## src/rtl/stn_pkg.sv

```systemverilog
`default_nettype none
// ----------------------------------------------------------------------------
// Score table package
// Shared types and constants of the sorted top-N score table.
// ----------------------------------------------------------------------------
package stn_pkg;

  localparam int DEPTH_DEFAULT = 16;

  localparam logic KIND_INSERT = 1'b0;
  localparam logic KIND_READ   = 1'b1;

  typedef struct packed {
    logic [15:0] id;
    logic [30:0] score;
    logic [7:0]  level;
  } entry_t;

  typedef struct packed {
    logic        kind;
    logic [15:0] cand_id;
    logic [30:0] cand_score;
    logic [7:0]  cand_level;
    logic [3:0]  read_index;
  } in_item_t;

  typedef struct packed {
    logic        accepted;
    logic        was_duplicate;
    logic [15:0] out_id;
    logic [30:0] out_score;
    logic [7:0]  out_level;
  } out_item_t;

endpackage
`default_nettype wire

```

## src/rtl/stn_if.sv

```systemverilog
`default_nettype none
// ----------------------------------------------------------------------------
// Score table channels
// Valid/ready channels for request items and result items.
// ----------------------------------------------------------------------------
interface stn_in_if;
  logic             valid;
  logic             ready;
  stn_pkg::in_item_t data;

  modport source (output valid, output data, input ready);
  modport sink   (input valid, input data, output ready);
endinterface

interface stn_out_if;
  logic              valid;
  logic              ready;
  stn_pkg::out_item_t data;

  modport source (output valid, output data, input ready);
  modport sink   (input valid, input data, output ready);
endinterface
`default_nettype wire

```

## src/rtl/stn_table.sv

```systemverilog
`default_nettype none
// ----------------------------------------------------------------------------
// Score table storage
// Entry memory with one write and one registered read port; per-entry valid
// bits make unwritten entries read as zero after reset.
// ----------------------------------------------------------------------------
module stn_table #(
  parameter int DEPTH = stn_pkg::DEPTH_DEFAULT,
  localparam int AW = $clog2(DEPTH)
) (
  input  wire logic            clk,
  input  wire logic            rst,
  input  wire logic [AW-1:0]   raddr,
  input  wire logic            we,
  input  wire logic [AW-1:0]   waddr,
  input  wire stn_pkg::entry_t wdata,
  output stn_pkg::entry_t      rdata
);
  import stn_pkg::*;

  entry_t           mem [DEPTH];
  entry_t           mem_q;
  logic [DEPTH-1:0] vld;
  logic             vld_q;

  always_ff @(posedge clk) begin
    if (we) begin
      mem[waddr] <= wdata;
    end
    mem_q <= mem[raddr];
  end

  always_ff @(posedge clk) begin
    if (rst) begin
      vld   <= '0;
      vld_q <= 1'b0;
    end else begin
      if (we) begin
        vld[waddr] <= 1'b1;
      end
      vld_q <= vld[raddr];
    end
  end

  assign rdata = vld_q ? mem_q : '0;

endmodule
`default_nettype wire

```

## src/rtl/sorted_top_n_score_table_core.sv

```systemverilog
`default_nettype none
// ----------------------------------------------------------------------------
// Sorted top-N score table
// Keeps DEPTH entries in descending score order in one memory; inserts scan
// the table once for duplicates and placement, then ripple entries down.
// ----------------------------------------------------------------------------
// Read: the registered table read is captured in RDW and moved to the output
//   register in FIN. Insert: a rejected insert ends after the scan, a placed
//   one after the shift; a new request is taken only back in idle. The single
//   memory read port handles one entry per cycle in scan and shift.
// A new request is taken while an earlier result still waits at the output.
// Reset (synchronous) empties the table at once: all entries read as zero.
// ----------------------------------------------------------------------------
module sorted_top_n_score_table_core #(
  parameter int DEPTH = stn_pkg::DEPTH_DEFAULT
) (
  input wire logic  clk,
  input wire logic  rst,
  stn_in_if.sink    req,
  stn_out_if.source rsp
);
  import stn_pkg::*;

  localparam int AW = $clog2(DEPTH);
  localparam logic [AW-1:0] LAST = AW'(DEPTH - 1);

  typedef enum logic [4:0] {
    ST_IDLE  = 5'b00001,
    ST_SCAN  = 5'b00010,
    ST_SHIFT = 5'b00100,
    ST_RDW   = 5'b01000,
    ST_FIN   = 5'b10000
  } state_t;

  state_t    st;
  in_item_t  cur;
  logic [AW-1:0] cnt;
  logic [AW-1:0] pos;
  logic      found;
  logic      dup;
  logic      idx_ok;
  entry_t    hold;
  out_item_t res;
  out_item_t o_q;
  logic      o_vld;

  entry_t        cand;
  entry_t        e;
  logic [AW-1:0] raddr;
  logic [AW-1:0] pos_sel;
  logic          we;
  logic          last;
  logic          match;
  logic          lower;

  stn_table #(.DEPTH(DEPTH)) u_table (
    .clk   (clk),
    .rst   (rst),
    .raddr (raddr),
    .we    (we),
    .waddr (cnt),
    .wdata (hold),
    .rdata (e)
  );

  assign req.ready = (st == ST_IDLE);
  assign rsp.valid = o_vld;
  assign rsp.data  = o_q;

  always_comb begin
    cand.id    = cur.cand_id;
    cand.score = cur.cand_score;
    cand.level = cur.cand_level;
    last    = (cnt == LAST);
    match   = (e == cand);
    lower   = (e.score < cand.score);
    pos_sel = found ? pos : LAST;
    we      = (st == ST_SHIFT);
    raddr   = cnt + AW'(1);
    case (st)
      ST_IDLE: begin
        raddr = (req.data.kind == KIND_READ) ? AW'(req.data.read_index) : '0;
      end
      ST_SCAN: begin
        if (last) begin
          raddr = pos_sel;
        end
      end
      default: begin
        raddr = cnt + AW'(1);
      end
    endcase
  end

  always_ff @(posedge clk) begin
    if (rst) begin
      st    <= ST_IDLE;
      o_vld <= 1'b0;
    end else begin
      if (st == ST_FIN && (!o_vld || rsp.ready)) begin
        o_vld <= 1'b1;
      end else if (rsp.ready) begin
        o_vld <= 1'b0;
      end
      case (st)
        ST_IDLE: begin
          if (req.valid) begin
            cur    <= req.data;
            cnt    <= '0;
            dup    <= 1'b0;
            found  <= 1'b0;
            idx_ok <= (32'(req.data.read_index) < 32'(DEPTH));
            st     <= (req.data.kind == KIND_READ) ? ST_RDW : ST_SCAN;
          end
        end
        ST_RDW: begin
          res <= {2'b00, idx_ok ? e : entry_t'(0)};
          st  <= ST_FIN;
        end
        ST_SCAN: begin
          dup <= dup | match;
          if (!found && lower && !last) begin
            found <= 1'b1;
            pos   <= cnt;
          end
          cnt <= last ? pos_sel : cnt + AW'(1);
          if (last) begin
            if (dup || match) begin
              res <= {1'b0, 1'b1, entry_t'(0)};
              st  <= ST_FIN;
            end else if (!lower) begin
              res <= '0;
              st  <= ST_FIN;
            end else begin
              hold <= cand;
              st   <= ST_SHIFT;
            end
          end
        end
        ST_SHIFT: begin
          hold <= e;
          cnt  <= cnt + AW'(1);
          if (last) begin
            res <= {1'b1, 1'b0, entry_t'(0)};
            st  <= ST_FIN;
          end
        end
        ST_FIN: begin
          if (!o_vld || rsp.ready) begin
            o_q <= res;
            st  <= ST_IDLE;
          end
        end
        default: begin
          st <= ST_IDLE;
        end
      endcase
    end
  end

  a_insert_scans: assert property (@(posedge clk) disable iff (rst)
    (req.valid && req.ready && req.data.kind == KIND_INSERT) |=> st == ST_SCAN)
    else $error("insert transfer did not start a scan");

  a_shift_lower: assert property (@(posedge clk) disable iff (rst)
    (st == ST_SHIFT) |-> hold.score <= cur.cand_score)
    else $error("displaced entry outranks the candidate");

  a_shift_accepts: assert property (@(posedge clk) disable iff (rst)
    (st == ST_FIN && $past(st) == ST_SHIFT) |-> res.accepted && !res.was_duplicate)
    else $error("placed insert not reported as accepted");

  a_flags_exclusive: assert property (@(posedge clk) disable iff (rst)
    o_vld |-> !(o_q.accepted && o_q.was_duplicate))
    else $error("result both accepted and duplicate");

  a_write_in_shift: assert property (@(posedge clk) disable iff (rst)
    we |-> (cnt != raddr))
    else $error("write and read collide on one entry");

endmodule
`default_nettype wire

```

## src/flat_wrapper.sv

```systemverilog
// flat-port wrapper written by rule: the top's interface ports become plain ports
module sorted_top_n_score_table_core_flat import stn_pkg::*;
#(
  parameter int DEPTH = stn_pkg::DEPTH_DEFAULT
)
  (clk, rst, req_valid, req_data, req_ready, rsp_valid, rsp_data, rsp_ready);
  stn_in_if req_i ();
  stn_out_if rsp_i ();
  input wire logic clk;
  input wire logic rst;
  input wire logic [$bits(req_i.valid)-1:0] req_valid;
  input wire logic [$bits(req_i.data)-1:0] req_data;
  output wire logic [$bits(req_i.ready)-1:0] req_ready;
  output wire logic [$bits(rsp_i.valid)-1:0] rsp_valid;
  output wire logic [$bits(rsp_i.data)-1:0] rsp_data;
  input wire logic [$bits(rsp_i.ready)-1:0] rsp_ready;
  assign req_i.valid = req_valid;
  assign req_i.data = req_data;
  assign req_ready = req_i.ready;
  assign rsp_valid = rsp_i.valid;
  assign rsp_data = rsp_i.data;
  assign rsp_i.ready = rsp_ready;
  sorted_top_n_score_table_core #(.DEPTH(DEPTH)) u_core (.clk(clk), .rst(rst), .req(req_i), .rsp(rsp_i));
endmodule
```

## config.mk

```make
export PLATFORM = sky130hd
export DESIGN_NAME = sorted_top_n_score_table_core_flat
export DESIGN_NICKNAME = d
export VERILOG_FILES = /design/src/rtl/stn_pkg.sv /design/src/rtl/stn_if.sv /design/src/rtl/stn_table.sv /design/src/rtl/sorted_top_n_score_table_core.sv /design/src/flat_wrapper.sv
export SDC_FILE = /design/constraint.sdc
export NUM_CORES = 1
export LEC_CHECK = 0
export BUFFER_PORTS_ARGS = -buffer_cell sky130_fd_sc_hd__buf_2
export CELL_PAD_IN_SITES_DETAIL_PLACEMENT = 2
export CELL_PAD_IN_SITES_GLOBAL_PLACEMENT = 2
export CORE_MARGIN = 3
export CORE_UTILIZATION = 40
export DETAILED_ROUTE_END_ITERATION = 10
export PLACE_DENSITY = 0.75
export SYNTH_ARGS = -nofsm -noshare
export SYNTH_HDL_FRONTEND = slang
export SYNTH_HIERARCHICAL = 1
export SYNTH_SLANG_ARGS = --single-unit
export TNS_END_PERCENT = 1
```

## constraint.sdc

```tcl
create_clock -name clk -period 17.2 [get_ports clk]
set_input_delay 1.72 -clock clk [delete_from_list [all_inputs] [get_ports clk]]
set_output_delay 1.72 -clock clk [all_outputs]
set_load 0.005 [all_outputs]
```

=== Yosys cells after proc, flatten, opt, wreduce, memory -nomap -nowiden ===
Memory sizes are Yosys's and may differ from the RTL's. A register that Yosys moved wholly into a read port is not among the register bits.
Cells that the tools add are included.
W data, S select, Z words.

* Add/subtract/negate cells: 1
* $lt $le $gt $ge: 4
* Equal/unequal tests: 15
* Muxes and demuxes: 36
* Bitwise operators: 3
* Reduce and logical (&&, ||, !) cells: 23

{| class="wikitable"
|+ Operator list
! cell !! count
|-
| $mux W57 || 4
|-
| $mux W55 || 4
|-
| $pmux W57 S3 || 1
|-
| $pmux W55 S2 || 1
|-
| $eq A55 B55 Y1 || 1
|-
| $lt A31 B31 Y1 || 1
|-
| $mux W5 || 6
|-
| $pmux W5 S5 || 1
|-
| $mux W4 || 5
|-
| $or A16 B16 Y16 || 1
|-
| $reduce_and A3 Y1 || 5
|-
| $pmux W4 S3 || 1
|-
| $lt A4 B5 Y1 const B || 2
|-
| $reduce_and A5 Y1 || 2
|-
| $mux W1 || 8
|-
| $ne A2 B1 Y1 const B || 4
|-
| $pmux W4 S2 || 1
|-
| $reduce_and A4 Y1 || 2
|-
| $ne A2 B2 Y1 const B || 3
|-
| $reduce_bool A2 Y1 || 3
|-
| $reduce_bool A3 Y1 || 2
|-
| $eq A5 B1 Y1 const B || 1
|-
| $eq A5 B2 Y1 const B || 1
|-
| $eq A5 B3 Y1 const B || 1
|-
| 14 further kinds || 21
|}

* Register bits: 257
* Memory bits (writable): 880
* Input port bits: 64
* Output and inout port bits: 59
* Logic and storage cells: 107
* Memories kept: 1

{| class="wikitable"
|+ Memory list
! memory !! depth !! bits a word !! rd ports !! clocked after Yosys merged registers in !! wr ports !! line !! source
|-
| u_core.u_table.mem || 16 || 55 || 1 || 1 || 1 || stn_table.sv:21 || <nowiki>entry_t mem [DEPTH];</nowiki>
|}

=== Longest topological paths before layout ===
* Depth after elaboration: 6
* Gate-level depth with buffers: 13
* Mapped depth without buffers: 10

=== Hierarchy ===
The synthesis kept the hierarchy.

{| class="wikitable"
|+ Modules (own cells, without submodules)
! module !! times used !! cells each !! area an instance (um^2) !! sequential area each (um^2)
|-
| stn_table || 1 || 1491 || 34957.3 || 27866.7
|-
| sorted_top_n_score_table_core || 1 || 682 || 9651.8 || 7146.9
|}

=== Least setup slack after synthesis ===
OpenSTA, ideal clock, no wires.

* Kind: input to register
* Start: input port rst
* End: register u_core/res[0] in the netlist's numbering (enable)
* Library setup time: 559 ps
* Data arrival time: 6277 ps
* Data required time: 16641 ps
* Slack: 10364 ps
* Stages: 2
* Path buffers: 1
* Cells stage by stage: clkbuf_1 -> o32ai_1

* Word-level cells in the longest chain between the ends: 2

{| class="wikitable"
|+ RTL lines
! what !! line !! source
|-
| from (decl) || flat_wrapper.sv:10 || <nowiki>input wire logic rst;</nowiki>
|-
| $not A1 Y1 (no line) || - ||
|-
| $reduce_and A5 Y1 (no line) || - ||
|-
| to (signal assigned) || sorted_top_n_score_table_core.sv:117 || <nowiki>res <= {2'b00, idx_ok ? e : entry_t'(0)};</nowiki>
|-
| to (signal assigned) || sorted_top_n_score_table_core.sv:129 || <nowiki>res <= {1'b0, 1'b1, entry_t'(0)};</nowiki>
|-
| to (signal assigned) || sorted_top_n_score_table_core.sv:144 || <nowiki>res <= {1'b1, 1'b0, entry_t'(0)};</nowiki>
|-
| to (decl) || sorted_top_n_score_table_core.sv:43 || <nowiki>out_item_t res;</nowiki>
|}

Every way passes these cells.
A chain may end at the register's enable or synchronous reset.

==> results_dict.tcl <==
set metrics [dict create \
    wl_per_cell_um 34.6 \
    ys_types 53 \
    hpwl_mm 74.0 \
    crit_top_cell "nor4_2" \
    fin_setup_tns_ps 0 \
    rsz0062_at_grt "no" \
    die-area_um2 116000 \
    synth_seq_cells 1192 \
    area_growth_pct 14.6 \
    start_util_pct 40.6 \
    antenna_found_initial 8 \
    clk_pin_slew_worst_paths_ps 60 \
    io_buffers 122 \
    fin_crit_ps 5680 \
    path_buf_inv 1 \
    drive_gt1_share_pct 24.2 \
    routed_wl_mm 136 \
    ioPinCount 123 \
    cpPeakStageDelay_ps 1210 \
    grt_max_degree 166 \
    gp_congestion 0.736 \
    cts_setup_buffers 0 \
    dp.cells 3710 \
    max-slew-margin-rel_pct 3.96 \
    path_cells "and2_1 -> xor2_1 -> nor4_1 -> nand4_1 -> nor4_2 -> nor4_2 -> o32ai_4 -> buf_4" \
    end_kind "flip-flop" \
    status "complete, no violations" \
    worstHoldPathType "reg -> reg" \
    arrival_ps 6000 \
    p_sw_uw 1830 \
    grt_pass1_vias 25514 \
    min_period_over_period_pct 33.0 \
    path_max_fanout 55 \
    grt_use_total_pct 23.6 \
    synthFlopType "edfxtp_1" \
    worst_pin_slew_ps 1430 \
    rows 121 \
    cts_root_buffer "clkbuf_16" \
    leakage_uw 0.0166 \
    drtIter0Drc 2442 \
    vdd_ir_drop_max_uv 117 \
    start_kind "flip-flop" \
    vias 22901 \
    swShare_pct 25.7 \
    post-route-util_pct 46.6 \
    nets 2452 \
    clkPwrFrac_pct 37.6 \
    criticalPathCategory "reg -> reg" \
    p_comb_share_pct 16.1 \
    fmax_mhz 176 \
    dieHeight_um 340 \
    overflow 0 \
    clk-insertion-delay-late_ps 710 \
    critPathTopFamily "simple AND/OR/NAND/NOR gates" \
    clockBufferDepth 3 \
    cts_resized 0 \
    h-tree-depth 3 \
    cts_tree "yes" \
    power.internal_uw 5290 \
    syn_area_um2 44600 \
    synth_edf_count 1114 \
    finalHoldViolCount 0 \
    skew_ps 30.1 \
    power_uw 7120 \
    via_per_inst 5.82 \
    drc 0 \
    syn_nets 2269 \
    firstDrtPassIters 7 \
    postCtsHoldBufs 0 \
    fp.dieW_um 340 \
    cap_violations 0 \
    ant_nets 0 \
    final_cells 3938 \
    cts.sinks 1192 \
    grt_pass1_wl_mm 195 \
    seqPwrFrac_pct 46.3 \
    synth_warnings 6 \
    cts_buffers 120 \
    fillerInstances 9758 \
    core_area_um2 110000 \
    drv_slew 0 \
    synthArstFlopShare_pct 0 \
    slowest_stage "nor4_1" \
    seq_area_frac_synth_pct 78.5 \
    powerDensity_nw_per_um2 139 \
    synthCells 2173 \
    setup_viol 0 \
    required_ps 17520 \
    avgSynthCellArea_um2 20.5 \
]
-- path summary, 6_finish.rpt --
| path | startpoint | end | slack [ps] | cells past startpoint |
|---|---|---|---|---|
| worst max-delay path | u_core/u_table/vld_q | u_core/res[37] | 11520 | 8 |
| worst min-delay path | u_core/res[11] | u_core/rsp.data[11] | 420 | 0 |
| worst max register to register | u_core/u_table/vld_q | u_core/res[37] | 11520 | 8 |
| worst min register to register | u_core/res[11] | u_core/rsp.data[11] | 420 | 0 |
-- cells by family (layout without fill, tap and decap cells) --
group / Yosys count / count (layout) / synth area share (%)
buffers and inverters: 139 / 425 / 1.34
flip-flops: 1192 / 1192 / 78.5
AND/OR/NAND/NOR: 357 / 357 / 3.97
multiplexers: 226 / 226 / 11.3
AO/OA/AOI/OAI: 200 / 200 / 3.48
other: 0 / 3 / 0
XOR/XNOR: 27 / 27 / 0.530
adder cells (fa/ha/maj): 32 / 32 / 0.898
-- per-layer routing --
| metal | vias to the layer above | track usage (%) | part of all wire, % | wire [um] |
|---|---|---|---|---|
| met5 | - | 0 | 0.0095 | 13 |
| met4 | 2 | 7.78 | 3.2 | 4420 |
| met3 | 244 | 4.77 | 6.9 | 9370 |
| met2 | 1008 | 40.4 | 51 | 69300 |
| met1 | 12455 | 30.3 | 39 | 53200 |
| li1 | 9192 | - | - | - |
-- cell type report --
cell class	instances	area [um2]	share of cell area, %
Inverter	38	144	0.281
Clock buffer	161	3320	6.50
Antenna cell	3	7.51	0.0147
Tap cell	1476	1850	3.61
Sequential cell	1192	35000	68.5
Timing Repair Buffer	162	936	1.83
Multi-Input combinational cell	842	9190	18.0
Clock inverter	64	656	1.28
-- Yosys cell counts (3+ instances only) --
master	instances	area, um2
clkbuf_1	61	229
nand2_1	122	458
ha_1	32	400
nor3_1	9	45.0
buf_1	10	37.5
o22ai_1	3	18.8
buf_6	5	56.3
xor2_1	23	201
nand2b_1	6	37.5
nand3b_1	5	37.5
nor4_1	6	37.5
a221o_1	55	551
buf_2	23	115
o21ai_0	42	210
dfxtp_1	78	1560
a22o_1	55	482
nand3_1	18	90.1
and2_1	111	694
inv_1	35	131
a21oi_1	25	125
mux2i_1	3	30.0
xnor2_1	4	35.0
mux4_2	222	5000
edfxtp_1	1114	33500
nand4_1	7	43.8
nor2_1	62	233
-- worst reg2reg max path: cells and delay by family (launching register included) --
family,cells,cell delay [ps]
buffers and inverters,1,850
DFF,1,900
xor gates and xnor gates,1,180
AOI/OAI and AO/OA,1,470
and+or+nand+nor,5,2810
-- power by group through the flow --
stage          Clock [uW]  Combinational (uW)  Sequential [uW]
6_report             2680                1150             3290
5_1_grt              2830                1220             3300
2_1_floorplan           0                 815             3310
3_3_place_gp            0                1080             3340
4_1_cts              2730                1160             3290
3_5_place_dp            0                1130             3350
-- cells in the final DEF (no fill, tap or decap), types with 3 or more instances in the layout --
cell / count
inv_1: 35
buf_4: 38
mux2i_1: 3
nor4_2: 3
nor4_1: 5
nand2_1: 122
mux4_2: 222
nor2_4: 16
clkinv_1: 22
a22o_1: 55
clkbuf_16: 123
edfxtp_1: 1114
clkbuf_8: 10
a21oi_1: 25
nand3_1: 18
nand4_1: 7
nor3_2: 4
and2_1: 110
xnor2_1: 4
ha_1: 32
nor3_1: 5
dfxtp_1: 77
o21ai_0: 42
clkbuf_1: 28
diode_2: 3
clkinv_2: 24
clkinvlp_4: 4
xor2_1: 23
a221o_1: 55
buf_2: 122
nor2_1: 46
o22ai_1: 3
nand3b_1: 5
nand2b_1: 6
bufinv_16: 13
-- metrics by stage --
step | hold WS [ps] | setup slack, ps | cell area, um2
after global placement | 404 | 11410 | 47100
after detailed placement | 406 | 11350 | 47100
after global routing | 428 | 10920 | 51100
final | 416 | 11520 | 51100
after CTS | 420 | 11390 | 51100
after floorplan | 400 | 10360 | 44600
-- state kept, by name, summed over array words and instances, names as in the netlist --
register / flops
u_core/u_table/vld: 16
u_core/pos: 4
u_core/st: 5
u_core/u_table/vld_q: 1
u_core/dup: 1
u_core/rsp.valid: 1
u_core/u_table/mem: 880
u_core/cnt: 4
u_core/u_table/mem_q: 55
u_core/rsp.data: 57
u_core/cand: 55
u_core/hold: 55
u_core/found: 1
u_core/res: 57
Power figures use the tool's default switching activity.
